$ cat src/hw/rtl/grf_pkg.sv
// ----------------------------------------------------------------------------
// grf_pkg
// Shared constants, status codes and controller command type for the
// group release FIFO.
// ----------------------------------------------------------------------------
package grf_pkg;

    // port field widths
    localparam int OP_W     = 2;
    localparam int GID_W    = 8;
    localparam int MASK_W   = 16;
    localparam int IDX_W    = 4;
    localparam int STATUS_W = 4;

    // parameter defaults
    localparam int DEF_QUEUE_DEPTH   = 8;
    localparam int DEF_MEMBER_COUNT  = 16;
    localparam int DEF_GROUP_ID_BITS = 8;

    // operation codes
    localparam logic [OP_W-1:0] OP_ADMIT   = 2'd0;
    localparam logic [OP_W-1:0] OP_READY   = 2'd1;
    localparam logic [OP_W-1:0] OP_RELEASE = 2'd2;

    // result status codes
    localparam logic [STATUS_W-1:0] ST_ADMITTED   = 4'd0;
    localparam logic [STATUS_W-1:0] ST_MARKED     = 4'd1;
    localparam logic [STATUS_W-1:0] ST_RELEASED   = 4'd2;
    localparam logic [STATUS_W-1:0] ST_WAITING    = 4'd3;
    localparam logic [STATUS_W-1:0] ST_EMPTY      = 4'd4;
    localparam logic [STATUS_W-1:0] ST_DUP_ID     = 4'd5;
    localparam logic [STATUS_W-1:0] ST_DUP_MEMBER = 4'd6;
    localparam logic [STATUS_W-1:0] ST_UNKNOWN    = 4'd7;
    localparam logic [STATUS_W-1:0] ST_FULL       = 4'd8;

    // controller to datapath commands
    typedef struct packed {
        logic capture;  // load the accepted item
        logic commit;   // apply the item and load the result register
    } t_cmd;

endpackage

$ cat src/hw/rtl/group_release_fifo.sv
// An accepted item is first captured, then committed into the result register once that
// register is free; the block takes no new item until the result is loaded. The head slot
// and the group id table sit in RAMs with registered read.
// A held output stalls the block until the result register frees up.
// Reset (i_rst_n low, synchronous) empties the queue; every entry of the id table is then
// cleared, and the input opens in the cycle after the clear finishes.
// ----------------------------------------------------------------------------
// group_release_fifo
// Strict-order FIFO of member groups; the head group leaves only when all of
// its members have been marked ready.
// ----------------------------------------------------------------------------
module group_release_fifo #(
    parameter int QUEUE_DEPTH   = grf_pkg::DEF_QUEUE_DEPTH,
    parameter int MEMBER_COUNT  = grf_pkg::DEF_MEMBER_COUNT,
    parameter int GROUP_ID_BITS = grf_pkg::DEF_GROUP_ID_BITS
) (
    input  logic                         i_clk,
    input  logic                         i_rst_n,
    input  logic                         i_in_valid,
    output logic                         o_in_stall,
    input  logic [grf_pkg::OP_W-1:0]     i_operation,
    input  logic [grf_pkg::GID_W-1:0]    i_group_id,
    input  logic [grf_pkg::MASK_W-1:0]   i_member_mask,
    input  logic [grf_pkg::IDX_W-1:0]    i_member_index,
    output logic                         o_out_valid,
    input  logic                         i_out_stall,
    output logic [grf_pkg::STATUS_W-1:0] o_status,
    output logic [grf_pkg::GID_W-1:0]    o_released_group_id,
    output logic [grf_pkg::MASK_W-1:0]   o_released_members
);

    grf_pkg::t_cmd cmd;
    logic          clear_busy;

    grf_ctrl u_ctrl (
        .i_clk        (i_clk),
        .i_rst_n      (i_rst_n),
        .i_clear_busy (clear_busy),
        .i_in_valid   (i_in_valid),
        .o_in_stall   (o_in_stall),
        .o_out_valid  (o_out_valid),
        .i_out_stall  (i_out_stall),
        .o_cmd        (cmd)
    );

    grf_datapath #(
        .QUEUE_DEPTH   (QUEUE_DEPTH),
        .MEMBER_COUNT  (MEMBER_COUNT),
        .GROUP_ID_BITS (GROUP_ID_BITS)
    ) u_datapath (
        .i_clk               (i_clk),
        .i_rst_n             (i_rst_n),
        .i_cmd               (cmd),
        .o_clear_busy        (clear_busy),
        .i_operation         (i_operation),
        .i_group_id          (i_group_id),
        .i_member_mask       (i_member_mask),
        .i_member_index      (i_member_index),
        .o_status            (o_status),
        .o_released_group_id (o_released_group_id),
        .o_released_members  (o_released_members)
    );

endmodule

$ cat src/hw/rtl/grf_ram.sv
// ----------------------------------------------------------------------------
// grf_ram
// Simple dual-port RAM: one write port, one read port with registered data.
// ----------------------------------------------------------------------------
module grf_ram #(
    parameter int WIDTH  = 8,
    parameter int DEPTH  = 8,
    parameter int ADDR_W = $clog2(DEPTH)
) (
    input  logic              i_clk,
    input  logic              i_we,
    input  logic [ADDR_W-1:0] i_waddr,
    input  logic [WIDTH-1:0]  i_wdata,
    input  logic [ADDR_W-1:0] i_raddr,
    output logic [WIDTH-1:0]  o_rdata
);

    logic [WIDTH-1:0] r_mem [DEPTH];
    logic [WIDTH-1:0] r_rdata;

    always_ff @(posedge i_clk) begin
        if (i_we) begin
            r_mem[i_waddr] <= i_wdata;
        end
        r_rdata <= r_mem[i_raddr];
    end

    assign o_rdata = r_rdata;

endmodule

$ cat src/hw/rtl/grf_ctrl.sv
// ----------------------------------------------------------------------------
// grf_ctrl
// Sequencer: holds the input off while the id table is cleared, then takes
// one item, waits for the head read and a free output register, then commits
// the item and presents its result.
// ----------------------------------------------------------------------------
module grf_ctrl (
    input  logic          i_clk,
    input  logic          i_rst_n,
    input  logic          i_clear_busy,
    input  logic          i_in_valid,
    output logic          o_in_stall,
    output logic          o_out_valid,
    input  logic          i_out_stall,
    output grf_pkg::t_cmd o_cmd
);

    typedef enum logic [1:0] {
        S_CLEAR,
        S_IDLE,
        S_EXEC
    } t_state;

    t_state r_state, n_state;
    logic   r_out_valid, n_out_valid;
    logic   out_free;

    assign out_free = !r_out_valid || !i_out_stall;

    always_comb begin
        n_state       = r_state;
        n_out_valid   = r_out_valid && i_out_stall;
        o_cmd.capture = 1'b0;
        o_cmd.commit  = 1'b0;
        case (r_state)
            S_CLEAR: begin
                if (!i_clear_busy) begin
                    n_state = S_IDLE;
                end
            end
            S_IDLE: begin
                if (i_in_valid) begin
                    o_cmd.capture = 1'b1;
                    n_state       = S_EXEC;
                end
            end
            S_EXEC: begin
                if (out_free) begin
                    o_cmd.commit = 1'b1;
                    n_out_valid  = 1'b1;
                    n_state      = S_IDLE;
                end
            end
            default: begin
                n_state = S_IDLE;
            end
        endcase
    end

    always_ff @(posedge i_clk) begin
        if (!i_rst_n) begin
            r_state     <= S_CLEAR;
            r_out_valid <= 1'b0;
        end else begin
            r_state     <= n_state;
            r_out_valid <= n_out_valid;
        end
    end

    assign o_in_stall  = (r_state != S_IDLE);
    assign o_out_valid = r_out_valid;

endmodule

$ cat src/hw/rtl/grf_datapath.sv
// ----------------------------------------------------------------------------
// grf_datapath
// Queue storage, member and id bookkeeping, and the result register.
// ----------------------------------------------------------------------------
module grf_datapath #(
    parameter int QUEUE_DEPTH   = grf_pkg::DEF_QUEUE_DEPTH,
    parameter int MEMBER_COUNT  = grf_pkg::DEF_MEMBER_COUNT,
    parameter int GROUP_ID_BITS = grf_pkg::DEF_GROUP_ID_BITS
) (
    input  logic                          i_clk,
    input  logic                          i_rst_n,
    input  grf_pkg::t_cmd                 i_cmd,
    output logic                          o_clear_busy,
    input  logic [grf_pkg::OP_W-1:0]      i_operation,
    input  logic [grf_pkg::GID_W-1:0]     i_group_id,
    input  logic [grf_pkg::MASK_W-1:0]    i_member_mask,
    input  logic [grf_pkg::IDX_W-1:0]     i_member_index,
    output logic [grf_pkg::STATUS_W-1:0]  o_status,
    output logic [grf_pkg::GID_W-1:0]     o_released_group_id,
    output logic [grf_pkg::MASK_W-1:0]    o_released_members
);

    localparam int PtrW    = $clog2(QUEUE_DEPTH);
    localparam int OccW    = $clog2(QUEUE_DEPTH + 1);
    localparam int MemBits = (MEMBER_COUNT < grf_pkg::MASK_W) ? MEMBER_COUNT
                                                               : grf_pkg::MASK_W;
    localparam int IdBits  = (GROUP_ID_BITS < grf_pkg::GID_W) ? GROUP_ID_BITS
                                                               : grf_pkg::GID_W;
    localparam int IdSpace = 1 << IdBits;
    localparam int SlotW   = IdBits + MemBits;

    // captured item
    logic [grf_pkg::OP_W-1:0]  r_op;
    logic [IdBits-1:0]         r_gid;
    logic [MemBits-1:0]        r_mask;
    logic [grf_pkg::IDX_W-1:0] r_idx;

    // queue bookkeeping
    logic [PtrW-1:0]    r_head, n_head;
    logic [PtrW-1:0]    r_tail, n_tail;
    logic [OccW-1:0]    r_occ, n_occ;
    logic [MemBits-1:0] r_busy, n_busy;
    // ready bits are global: a busy member belongs to exactly one queued slot
    logic [MemBits-1:0] r_ready, n_ready;

    // id-in-use table lives in RAM; a pass after reset clears every entry
    logic              r_clearing;
    logic [IdBits-1:0] r_clr_addr;
    logic              id_we;
    logic [IdBits-1:0] id_waddr;
    logic              id_wdata;
    logic [IdBits-1:0] id_raddr;
    logic              id_used;

    // result register
    logic [grf_pkg::STATUS_W-1:0] r_status, n_status;
    logic [grf_pkg::GID_W-1:0]    r_rel_gid, n_rel_gid;
    logic [grf_pkg::MASK_W-1:0]   r_rel_mask, n_rel_mask;

    logic [SlotW-1:0]          head_data;
    logic [IdBits-1:0]         head_gid;
    logic [MemBits-1:0]        head_mask;
    logic                      slot_we;
    logic [grf_pkg::MASK_W-1:0] idx_hot;
    logic [MemBits-1:0]        idx_sel;

    grf_ram #(
        .WIDTH (SlotW),
        .DEPTH (QUEUE_DEPTH)
    ) u_slot_ram (
        .i_clk   (i_clk),
        .i_we    (slot_we),
        .i_waddr (r_tail),
        .i_wdata ({r_gid, r_mask}),
        .i_raddr (r_head),
        .o_rdata (head_data)
    );

    grf_ram #(
        .WIDTH (1),
        .DEPTH (IdSpace)
    ) u_id_ram (
        .i_clk   (i_clk),
        .i_we    (id_we),
        .i_waddr (id_waddr),
        .i_wdata (id_wdata),
        .i_raddr (id_raddr),
        .o_rdata (id_used)
    );

    // look up the incoming id at capture, keep reading it while the item waits
    assign id_raddr  = i_cmd.capture ? i_group_id[IdBits-1:0] : r_gid;

    assign head_gid  = head_data[SlotW-1:MemBits];
    assign head_mask = head_data[MemBits-1:0];
    assign idx_hot   = grf_pkg::MASK_W'(1) << r_idx;
    assign idx_sel   = idx_hot[MemBits-1:0];   // zero when index is out of range

    always_comb begin
        n_head     = r_head;
        n_tail     = r_tail;
        n_occ      = r_occ;
        n_busy     = r_busy;
        n_ready    = r_ready;
        n_status   = grf_pkg::ST_WAITING;
        n_rel_gid  = '0;
        n_rel_mask = '0;
        slot_we    = 1'b0;
        id_we      = 1'b0;
        id_waddr   = r_gid;
        id_wdata   = 1'b0;
        case (r_op)
            grf_pkg::OP_ADMIT: begin
                if (r_mask == '0) begin
                    n_status = grf_pkg::ST_EMPTY;
                end else if (id_used) begin
                    n_status = grf_pkg::ST_DUP_ID;
                end else if ((r_mask & r_busy) != '0) begin
                    n_status = grf_pkg::ST_DUP_MEMBER;
                end else if (r_occ == OccW'(QUEUE_DEPTH)) begin
                    n_status = grf_pkg::ST_FULL;
                end else begin
                    n_status         = grf_pkg::ST_ADMITTED;
                    slot_we          = i_cmd.commit;
                    id_we            = i_cmd.commit;
                    id_wdata         = 1'b1;
                    n_busy           = r_busy | r_mask;
                    n_tail           = (r_tail == PtrW'(QUEUE_DEPTH - 1)) ? '0
                                                                          : r_tail + 1'b1;
                    n_occ            = r_occ + 1'b1;
                end
            end
            grf_pkg::OP_READY: begin
                if ((r_busy & idx_sel) == '0) begin
                    n_status = grf_pkg::ST_UNKNOWN;
                end else begin
                    n_status = grf_pkg::ST_MARKED;
                    n_ready  = r_ready | idx_sel;
                end
            end
            grf_pkg::OP_RELEASE: begin
                if (r_occ != '0 && (r_ready & head_mask) == head_mask) begin
                    n_status            = grf_pkg::ST_RELEASED;
                    n_rel_gid           = grf_pkg::GID_W'(head_gid);
                    n_rel_mask          = grf_pkg::MASK_W'(head_mask);
                    id_we               = i_cmd.commit;
                    id_waddr            = head_gid;
                    n_busy              = r_busy & ~head_mask;
                    n_ready             = r_ready & ~head_mask;
                    n_head              = (r_head == PtrW'(QUEUE_DEPTH - 1)) ? '0
                                                                             : r_head + 1'b1;
                    n_occ               = r_occ - 1'b1;
                end
            end
            default: begin
                n_status = grf_pkg::ST_WAITING;
            end
        endcase
        if (r_clearing) begin
            id_we    = 1'b1;
            id_waddr = r_clr_addr;
            id_wdata = 1'b0;
        end
    end

    always_ff @(posedge i_clk) begin
        if (i_cmd.capture) begin
            r_op   <= i_operation;
            r_gid  <= i_group_id[IdBits-1:0];
            r_mask <= i_member_mask[MemBits-1:0];
            r_idx  <= i_member_index;
        end
        if (i_cmd.commit) begin
            r_status   <= n_status;
            r_rel_gid  <= n_rel_gid;
            r_rel_mask <= n_rel_mask;
        end
    end

    always_ff @(posedge i_clk) begin
        if (!i_rst_n) begin
            r_head     <= '0;
            r_tail     <= '0;
            r_occ      <= '0;
            r_busy     <= '0;
            r_ready    <= '0;
            r_clearing <= 1'b1;
            r_clr_addr <= '0;
        end else begin
            if (r_clearing) begin
                r_clr_addr <= r_clr_addr + 1'b1;
                if (r_clr_addr == IdBits'(IdSpace - 1)) begin
                    r_clearing <= 1'b0;
                end
            end
            if (i_cmd.commit) begin
                r_head  <= n_head;
                r_tail  <= n_tail;
                r_occ   <= n_occ;
                r_busy  <= n_busy;
                r_ready <= n_ready;
            end
        end
    end

    assign o_clear_busy        = r_clearing;
    assign o_status            = r_status;
    assign o_released_group_id = r_rel_gid;
    assign o_released_members  = r_rel_mask;

endmodule

$ cat config.mk
export PLATFORM = sky130hd
export DESIGN_NAME = group_release_fifo
export DESIGN_NICKNAME = d
export VERILOG_FILES = /design/src/hw/rtl/grf_pkg.sv /design/src/hw/rtl/group_release_fifo.sv /design/src/hw/rtl/grf_ram.sv /design/src/hw/rtl/grf_ctrl.sv /design/src/hw/rtl/grf_datapath.sv
export SDC_FILE = /design/constraint.sdc
export NUM_CORES = 1
export LEC_CHECK = 0
export BUFFER_PORTS_ARGS = -buffer_cell sky130_fd_sc_hd__buf_2
export CAP_MARGIN = 10
export CORE_MARGIN = 10
export CORE_UTILIZATION = 45
export CTS_CLUSTER_DIAMETER = 30
export DETAILED_ROUTE_END_ITERATION = 10
export PLACE_DENSITY_LB_ADDON = 0.3
export SETUP_SLACK_MARGIN = 0.05
export SLEW_MARGIN = 20
export SYNTH_ARGS = -nofsm -noshare
export SYNTH_HDL_FRONTEND = slang
export SYNTH_SLANG_ARGS = --single-unit
$ cat constraint.sdc
create_clock -name i_clk -period 7.2 [get_ports i_clk]
set_input_delay 1.44 -clock i_clk [delete_from_list [all_inputs] [get_ports i_clk]]
set_output_delay 1.44 -clock i_clk [all_outputs]
set_load 0.02 [all_outputs]
=== Word level (Yosys, flattened, before mapping) ===
Memory sizes are Yosys's and may differ from the RTL's. A register that Yosys moved wholly into a read port is not among the register bits.
Index checks and enable logic that the tools add are counted.

* Output and inout bits: 30
* Input port bits: 34
* Flip-flop bits (word level): 112
* Memory bits (writable): 448
* Word-level logic and storage cells: 132
* Memories: 2

* Shift operators: 1
* Muxes and demuxes: 58
* Bitwise logic cells: 12
* Eq/ne operators: 19
* Reductions and logical operators: 19
* Add/subtract/negate cells: 5

{| class="wikitable"
|+ Memory list
! name !! words !! width !! read ports !! clocked after Yosys merged registers in !! wr ports !! RTL line !! text
|-
| u_datapath.u_id_ram.r_mem || 256 || 1 || 1 || 1 || 1 || grf_ram.sv:18 || <nowiki>logic [WIDTH-1:0] r_mem [DEPTH];</nowiki>
|-
| u_datapath.u_slot_ram.r_mem || 8 || 24 || 1 || 1 || 1 || grf_ram.sv:18 ||
|}

{| class="wikitable"
|+ Operator list
! kind !! number
|-
| 2-to-1 mux 16 bit || 7
|-
| AND 16 bit || 5
|-
| case mux 16 bit (2 select lines) || 2
|-
| 2-to-1 mux 4 bit || 9
|-
| zero test 16 bit || 2
|-
| 2-to-1 mux 8 bit || 4
|-
| bitwise OR 16 bit || 2
|-
| 2-to-1 mux 1 bit || 26
|-
| == test 16 bit || 1
|-
| NOT 16 bit || 1
|-
| nonzero test 16 bit || 1
|-
| << shifter 1 x 4 -> 16 bit, first input constant || 1
|-
| != test 2 bit, second input constant || 7
|-
| case mux 4 bit (3 select lines) || 1
|-
| 2-to-1 mux 3 bit || 3
|-
| adder 8 x 1 -> 8 bit, second input constant || 1
|-
| == test 8 bit, second input constant || 1
|-
| case mux 4 bit (2 select lines) || 1
|-
| AND reduction 7 bit || 1
|-
| adder 3 x 1 -> 3 bit, second input constant || 2
|-
| == test 3 bit, second input constant || 2
|-
| 2-to-1 mux 2 bit || 3
|-
| != test 2 x 1 -> 1 bit, second input constant || 3
|-
| case mux 2 bit (3 select lines) || 1
|-
| other kinds (17) || 27
|}

=== Depth between registers and ports, before layout ===
Gate-level depths: netlist of the first run.

* Word-level depth: 12
* Gate-level depth with buffers: 13
* Depth with buffers taken out: 10

=== By module ===
From an unflattened synthesis of the first run, not the netlist that was laid out.

* Cells, all modules: 1554
* Area total of the unflattened synthesis: 23807.8 µm²

{| class="wikitable"
|+ Modules (own cells, without submodules)
! module !! cells each !! seq. area each (µm²) !! instances !! area an instance (µm²)
|-
| grf_ram (u_datapath.u_id_ram) || 788 || 7707.4 || 1 || 11128.2
|-
| grf_ram (u_datapath.u_slot_ram) || 314 || 6246.0 || 1 || 7797.5
|-
| grf_datapath || 438 || 2682.6 || 1 || 4744.6
|-
| grf_ctrl || 14 || 60.1 || 1 || 137.6
|}

=== Worst setup path before layout of the first run ===
Ideal clock, no wire load.

* Path kind: input -> register
* From: input i_out_stall
* To: memory u_datapath.u_slot_ram.r_mem[0][0] (netlist bit) (enable)
* Stages on the path: 4
* Library setup time: 0.435 ns
* Slack: 1.042 ns
* Path buffers: 0
* Data required time: 6.765 ns
* Data arrival time: 5.723 ns
* Cell sequence: a21oi_1 nand2_1 or2_2 nor3_1

* Cells in the longest elaborated chain, start to end: 11

{| class="wikitable"
|+ RTL lines
! element !! RTL line !! text
|-
| start, declared || group_release_fifo.sv:26 || <nowiki>input logic i_out_stall,</nowiki>
|-
| zero test 1 bit || grf_ctrl.sv:28 || <nowiki>assign out_free = !r_out_valid || !i_out_stall;</nowiki>
|-
| logical OR 1 bit || grf_ctrl.sv:28 ||
|-
| 2-to-1 mux 1 bit || grf_ctrl.sv:48 || <nowiki>if (out_free) begin</nowiki>
|-
| 2-to-1 mux 1 bit || grf_ctrl.sv:35 || <nowiki>case (r_state)</nowiki>
|-
| 2-to-1 mux 1 bit || grf_datapath.sv:120 || <nowiki>end else if (r_occ == OccW'(QUEUE_DEPTH)) begin</nowiki>
|-
| 2-to-1 mux 1 bit || grf_datapath.sv:118 || <nowiki>end else if ((r_mask & r_busy) != '0) begin</nowiki>
|-
| 2-to-1 mux 1 bit || grf_datapath.sv:116 || <nowiki>end else if (id_used) begin</nowiki>
|-
| 2-to-1 mux 1 bit || grf_datapath.sv:114 || <nowiki>if (r_mask == '0) begin</nowiki>
|-
| 2-to-1 mux 1 bit || grf_datapath.sv:112 || <nowiki>case (r_op)</nowiki>
|-
| 2-to-1 mux 1 bit || grf_ram.sv:22 || <nowiki>if (i_we) begin</nowiki>
|-
| 2-to-1 mux 1 bit (not written as such) || grf_ram.sv:23 || <nowiki>r_mem[i_waddr] <= i_wdata;</nowiki>
|-
| end, declared || grf_ram.sv:18 ||
|}

Every way passes these cells.

=== Worst setup path after layout of the first run ===
* From: input i_in_valid
* To: register u_datapath.u_id_ram.r_rdata (netlist: u_datapath.u_id_ram.o_rdata), read port of u_datapath.u_id_ram.r_mem

* Cells in the longest elaborated chain, start to end: 3

{| class="wikitable"
|+ RTL lines
! element !! RTL line !! text
|-
| start, declared || group_release_fifo.sv:19 || <nowiki>input logic i_in_valid,</nowiki>
|-
| 2-to-1 mux 1 bit || grf_ctrl.sv:42 || <nowiki>if (i_in_valid) begin</nowiki>
|-
| 2-to-1 mux 1 bit || grf_ctrl.sv:35 ||
|-
| 2-to-1 mux 8 bit || n/a ||
|-
| end, declared || grf_ram.sv:19 || <nowiki>logic [WIDTH-1:0] r_rdata;</nowiki>
|}

Every way passes these cells.
A chain may end at the register's enable or synchronous reset.

==> results of run 1 <==
## routing by layer
metal / global-route usage [%] / vias to the layer above / routed length (µm)
met5: 0 / - / 0
met4: 8.71 / 0 / 2230
met3: 4.75 / 144 / 6000
met2: 29.3 / 829 / 28400
met1: 27.2 / 7984 / 26800
li1: - / 6998 / -
## through the flow
stage               total power (W)  area (µm²)  hold slack [ns]  setup slack (ns)
floorplan                   0.00393       24500            0.462              1.04
global placement            0.00405       25400            0.479              2.19
detailed placement          0.00406       25400            0.486              2.20
CTS                         0.00932       29300            0.489              2.82
global route                0.00951       29300            0.512              2.59
finish                      0.00928       29300            0.502              2.75
## kinds of logic after synthesis
logic type,after synthesis,synth area share [%]
compound gates,213,6.66
xor+xnor,8,0.286
fa+ha+maj,12,0.644
buf+inv,152,2.62
flops,585,68.2
mux,124,8.26
simple gates,728,13.4
## cell usage after synthesis, drive strengths merged (7+ instances only)
| library cell | number |
|---|---|
| edfxtp | 498 |
| inv | 30 |
| nor2 | 286 |
| a211oi | 24 |
| o221ai | 7 |
| a2111oi | 7 |
| nor4 | 8 |
| dfxtp | 87 |
| and4 | 11 |
| nand2b | 26 |
| a31oi | 24 |
| nand2 | 211 |
| o21ai | 15 |
| clkbuf | 85 |
| mux2i | 38 |
| a21oi | 31 |
| and2 | 16 |
| mux2 | 26 |
| nand4 | 18 |
| a21boi | 13 |
| ha | 11 |
| nor3 | 44 |
| nand3b | 7 |
| or3 | 10 |
| a32oi | 11 |
| buf | 35 |
| o21a | 15 |
| nand3 | 69 |
| a22oi | 18 |
| mux4 | 60 |
## state kept, by name, indices dropped and copies added, names as in the netlist, 3 cells and up
signal	count
u_datapath.u_id_ram.r_mem	256
u_datapath.u_slot_ram.r_mem	192
u_datapath.u_slot_ram.o_rdata	24
u_datapath.o_released_members	16
u_datapath.r_busy	16
u_datapath.r_mask	16
u_datapath.r_ready	16
u_datapath.o_released_group_id	8
u_datapath.r_clr_addr	8
u_datapath.r_gid	8
u_datapath.o_status	4
u_datapath.r_idx	4
u_datapath.r_occ	4
u_datapath.r_head	3
u_datapath.r_tail	3
## worst max-delay path, cell delays in order
cell       delay, ns
buf_2           0.09
nand3b_1        0.07
buf_4           0.22
inv_2           0.64
mux2i_1         0.26
buf_4           0.25
inv_1           0.08
buf_4           0.26
nand2_1         0.41
a21oi_1         0.07
a2111oi_0       0.63
a21oi_1         0.15
a32oi_1         0.23
a22oi_1         0.13
## how the worst min path moves through the flow
stage	cells past startpoint	slack [ns]	end
6_report	2	0.50	u_datapath.r_clr_addr[0]
3_5_place_dp	2	0.49	u_datapath.r_clr_addr[0]
3_3_place_gp	2	0.48	u_datapath.r_clr_addr[0]
4_1_cts	2	0.49	u_datapath.r_clr_addr[0]
5_1_grt	2	0.51	u_datapath.r_clr_addr[0]
2_1_floorplan	2	0.46	u_datapath.r_clr_addr[0]
## power by group through the flow
stage | registers (W) | logic, W | clock network, W
after floorplan | 0.00374 | 0.000196 | 0
after global placement | 0.00376 | 0.000294 | 0
after detailed placement | 0.00376 | 0.000296 | 0
after CTS | 0.00370 | 0.000300 | 0.00533
after global routing | 0.00369 | 0.000324 | 0.00550
final | 0.00370 | 0.000307 | 0.00527
## cells in the final DEF (no fill, tap or decap), types with 18 or more instances in the layout
cell type / netlist / final
a211oi_1: 20 / 20
a21oi_1: 30 / 29
a22oi_1: 18 / 18
a31oi_1: 24 / 24
buf_2: 24 / 63
buf_4: 3 / 27
bufinv_16: 0 / 21
clkbuf_16: 0 / 108
clkinv_2: 0 / 19
dfxtp_1: 87 / 84
edfxtp_1: 498 / 498
inv_1: 29 / 28
mux2_2: 26 / 26
mux2i_1: 38 / 38
mux4_2: 60 / 60
nand2_1: 211 / 211
nand2b_1: 26 / 26
nand3_1: 68 / 68
nand4_1: 18 / 18
nor2_1: 276 / 269
nor3_1: 44 / 41
## area by class of cell
type,count,area (µm²)
Inverter,32,120
Clock inverter,82,1060
Timing Repair Buffer,92,558
Clock buffer,122,2790
Tap cell,696,871
Fill cell,4308,24500
Sequential cell,585,16700
Multi-Input combinational cell,1085,7220
==> impl_metrics.json, run 1 <==
{
  "cts-htree-levels": 3,
  "grt_pass1_wl_um": 96300,
  "n_antenna_cell": 0,
  "wl_um": 63500,
  "synth_enable_flop_cells": 498,
  "power_density_nw_per_um2": 316,
  "synthArstFlopShare_pct": 0,
  "insertion_delay_ns": 0.65,
  "synth-seq-area-share_pct": 68.2,
  "worstHoldStart": "u_datapath.r_clr_addr[0]",
  "swShare_pct": 21.5,
  "syn_area_per_cell_um2": 13.4,
  "critPathMaxFanout": 34,
  "combinationalPowerShare_pct": 3.3,
  "cts_max_path_buffers": 3,
  "rsz0062_at_grt": "no",
  "portBuffers": 63,
  "fin_tns_setup_ns": 0,
  "clkTransAtPathRegs_ns": 0.05,
  "switchingPower_w": 0.00199,
  "fmax_mhz": 225,
  "status": "completed",
  "cts_setup_buffers": 0,
  "hold_path_class": "reg2reg",
  "drc": 0,
  "syn_area_um2": 24500,
  "ir_worst_vdd_v": 0.000200,
  "dieHeight_um": 253,
  "crit_type": "in2reg",
  "routed_via_density": 5.92,
  "report.final.slew_viol_count": 0,
  "gp_congestion": 0.915,
  "endpoint_kind": "flip-flop",
  "reg2reg_to": "u_datapath.u_id_ram.r_mem[66]",
  "fin_crit_sh_pct": 61.8,
  "grt_pass1_vias": 15700,
  "synth_top_area_cell": "edfxtp_1",
  "io_pins": 64,
  "p_clk_share_pct": 56.8,
  "p_seq_share_pct": 39.8,
  "r2r_cells": 8,
  "relSlewSlack_pct": 22.7,
  "cts_inserted_buffers": 108,
  "avgRoutedWirePerCell_um": 23.6,
  "crit_arrival_ns": 4.95,
  "fin_util_pct": 54.5,
  "required_ns": 7.70,
  "place_hpwl_um": 38200,
  "cts_tree": "yes",
  "drive_gt1_share_pct": 20.3,
  "cts_hold_buffers": 0,
  "intPower_w": 0.00728,
  "grt_use_total_pct": 19.7,
  "first_pass_iters": 6,
  "finClkSkew_ns": 0.0205,
  "synth_nets": 1868,
  "final_hold_viol_count": 0,
  "area_delta_synth_final_pct": 19.7,
  "die_width_um": 253,
  "synth_ff_type": "edfxtp_1",
  "ctsResizeCount": 0,
  "setup.worst_path.start": "i_in_valid",
  "setup_viol": 0,
  "place_inst": 2489,
  "cts_root_buf": "clkbuf_16",
  "antenna_left": 0,
  "start_kind": "input port",
  "netlist_instances": 1822,
  "cts.sinks": 585,
  "dr_total_vias": 16000,
  "final.min_clock_period_ns": 4.45,
  "p_leak_nw": 10.2,
  "die_area_um2": 64200,
  "rr_startpoint": "u_datapath.u_slot_ram.o_rdata[9]",
  "endpoint": "u_datapath.u_id_ram.o_rdata",
  "drtIter0Drc": 2030,
  "ys_types": 73,
  "initial_utilization_pct": 45.5,
  "synth.area.top_cells": "edfxtp_1 61%, dfxtp_1 7.1%, mux4_2 5.5%",
  "yosysTopAreaCellShare_pct": 61.1,
  "r2r_slack_ns": 2.87,
  "final-instance-count-excl-fill": 2694,
  "worst_pin_slew_ns": 1.16,
  "grt_max_degree": 99,
  "nets": 1950,
  "ys_ff_latch": 585,
  "antenna_found_initial": 0,
  "num_rows": 85,
  "core_um2": 53800,
  "grt_overflow": 0,
  "yosys_warnings": 0,
  "drv_cap": 0
}
Power figures use the tool's default switching activity.
==> run 2, diff against run 1 <==
ABC_AREA = 1   (was default)
clock period = 4.1 ns   (was 7.2 ns; I/O delays follow)
==> run 2 against run 1 <==
Combinational power shrank 59%. Total power is 72% higher. Via count increased by 21%. Synthesized cell count is 41% higher. Critical path depth fell by 7. Utilization grew 0.28 points. Die area increased by 4.7%. Sequential share of layout area fell by 3.0 points. Largest power group unchanged. Highest routed layer unchanged.
==> impl_metrics.json, run 2 <==
{
  "status": "completed",
  "critPathMaxFanout": 16,
  "cts_max_path_buffers": 3,
  "cts-htree-levels": 3,
  "synth-compound-area-share_pct": 6.46,
  "crit_arrival_ns": 3.72,
  "rsz0062_at_grt": "no",
  "initial_utilization_pct": 45.5,
  "core_um2": 56500,
  "grt_pass1_wl_um": 107000,
  "area_delta_synth_final_pct": 20.2,
  "report.final.slew_viol_count": 0,
  "grt_use_total_pct": 20.2,
  "relSlewSlack_pct": 29.8,
  "cts_inserted_buffers": 115,
  "synth_common_cells": "498 x edfxtp_1, 474 x nor2_1, 430 x nand2_1",
  "setup_viol": 0,
  "synth_top_family_by_area": "simple AND/OR/NAND/NOR gates",
  "power_density_nw_per_um2": 515,
  "synth_adder_area_share_pct": 0.613,
  "synth_enable_flop_cells": 498,
  "grt_pass1_vias": 18900,
  "first_pass_iters": 8,
  "avgRoutedWirePerCell_um": 19.6,
  "layout_commonest_cell": "edfxtp_1",
  "ctsResizeCount": 0,
  "antenna_found_initial": 0,
  "ys_ff_latch": 585,
  "synth.area.top_cells": "edfxtp_1 58%, nor2_1 6.9%, dfxtp_1 6.8%",
  "place_inst": 3294,
  "largest-register": "u_datapath.u_id_ram.r_mem",
  "finClkSkew_ns": 0.0463,
  "nets": 2701,
  "n_antenna_cell": 0,
  "endpoint_kind": "flip-flop",
  "final_hold_viol_count": 0,
  "final.min_clock_period_ns": 3.38,
  "gp_congestion": 0.939,
  "syn_area_um2": 25700,
  "dr_total_vias": 19300,
  "p_leak_nw": 11.5,
  "ir_worst_vdd_v": 0.000411,
  "drive_gt1_share_pct": 14.4,
  "synth-simple-area-share_pct": 21.7,
  "netlist_instances": 2573,
  "antenna_left": 0,
  "synth_ff_type": "edfxtp_1",
  "cts_setup_buffers": 0,
  "die_width_um": 259,
  "synthArstFlopShare_pct": 0,
  "start_kind": "flip-flop",
  "drc": 0,
  "hold_path_class": "in2reg",
  "drv_cap": 0,
  "synth-seq-area-share_pct": 64.9,
  "cts_hold_buffers": 0,
  "portBuffers": 63,
  "yosysTopAreaCellShare_pct": 58.1,
  "grt_overflow": 0,
  "largest_register_ffs": 256,
  "synth_xor_area_share_pct": 0.0681,
  "layout_common_cells": "498 x edfxtp_1, 473 x nor2_1, 428 x nand2_1",
  "ys_types": 42,
  "worst_pin_slew_ns": 1.05,
  "synth.area.mux_share_pct": 0,
  "crit_type": "reg2reg",
  "place_hpwl_um": 42700,
  "required_ns": 4.44,
  "drtIter0Drc": 2120,
  "cts_root_buf": "clkbuf_16",
  "fmax_mhz": 296,
  "yosys_warnings": 0,
  "insertion_delay_ns": 0.68,
  "final-instance-count-excl-fill": 3511,
  "routed_via_density": 5.50,
  "io_pins": 64,
  "synth_most_common_cell": "edfxtp_1",
  "synth_top_area_cell": "edfxtp_1",
  "num_rows": 87,
  "die_area_um2": 67200,
  "grt_max_degree": 136,
  "cts.sinks": 585,
  "clkTransAtPathRegs_ns": 0.05,
  "cts_tree": "yes",
  "synth_nets": 2619,
  "syn_area_per_cell_um2": 10.0,
  "fin_tns_setup_ns": 0,
  "wl_um": 68800,
  "dieHeight_um": 259,
  "fin_crit_sh_pct": 82.4
}
==> run 2: changes by cell type after synthesis, moves of 38 or more <==
cell     change
mux4_2      -60
inv_1      +207
nor2_1     +198
o21ai_0    +162
nand3_1    +169
mux2i_1     -38
nand2_1    +219
==> run 2: power breakdown <==
group | total (W) | internal (W) | switching [W]
Clock | 0.00941 | 0.00627 | 0.00314
Combinational | 0.000126 | 0.0000315 | 0.0000950
Sequential | 0.00639 | 0.00639 | 0.00000574
Total | 0.0159 | 0.0127 | 0.00324
==> run 2: logic make-up (layout without fill, tap and decap cells) <==
| group | count (synthesis) | in the layout |
|---|---|---|
| and+or+nand+nor | 1277 | 1277 |
| adders and majority gates | 12 | 12 |
| xor gates and xnor gates | 2 | 2 |
| AOI/OAI and AO/OA | 302 | 302 |
| buffers and inverters | 395 | 577 |
| DFF | 585 | 585 |
==> run 2: area by class of cell <==
class | instances | area, µm²
clock buffer | 136 | 3060
clock inverter | 81 | 955
fill | 4759 | 25600
inverter | 254 | 953
multi-input combinational | 1593 | 7570
sequential | 585 | 16700
tap | 756 | 946
timing repair buffer | 106 | 751
==> run 2: per-stage QoR <==
stage	setup slack, ns	instance area [µm²]	utilization [%]	power (W)	hold WS, ns
6_report	0.722	30900	54.8	0.0159	0.333
5_1_grt	0.587	30900	54.8	0.0164	0.314
4_1_cts	0.749	30900	54.8	0.0160	0.298
3_5_place_dp	0.619	26900	47.6	0.00663	0.463
3_3_place_gp	0.677	26900	47.6	0.00662	0.459
2_1_floorplan	-1.38	25800	-	0.00657	0.443
==> run 2: path summary, 6_finish.rpt <==
kind | start | endpoint | slack [ns] | cells after the start
setup / recovery | u_datapath.r_mask[12] | u_datapath.u_slot_ram.r_mem[0][4] | 0.72 | 7
hold / removal | i_member_mask[15] | u_datapath.r_mask[15] | 0.33 | 1
setup reg to reg | u_datapath.r_mask[12] | u_datapath.u_slot_ram.r_mem[0][4] | 0.72 | 7
hold reg to reg | u_datapath.r_ready[1] | u_datapath.r_ready[1] | 0.47 | 2
==> run 2: routing by layer <==
layer	part of all wire (%)	track usage, %	vias up
met5	0	0	-
met4	3.7	8.95	0
met3	8.9	3.82	187
met2	47	32.2	901
met1	41	26.5	9349
li1	-	-	8867
==> run 2: critical path, cell delays in order (launching register included) <==
cell	delay [ns]
edfxtp_1	0.61
nand2_1	0.16
nand4_1	0.16
nor4_4	0.46
nand4_2	0.34
or2_2	0.49
nor3_4	0.46
buf_4	0.37
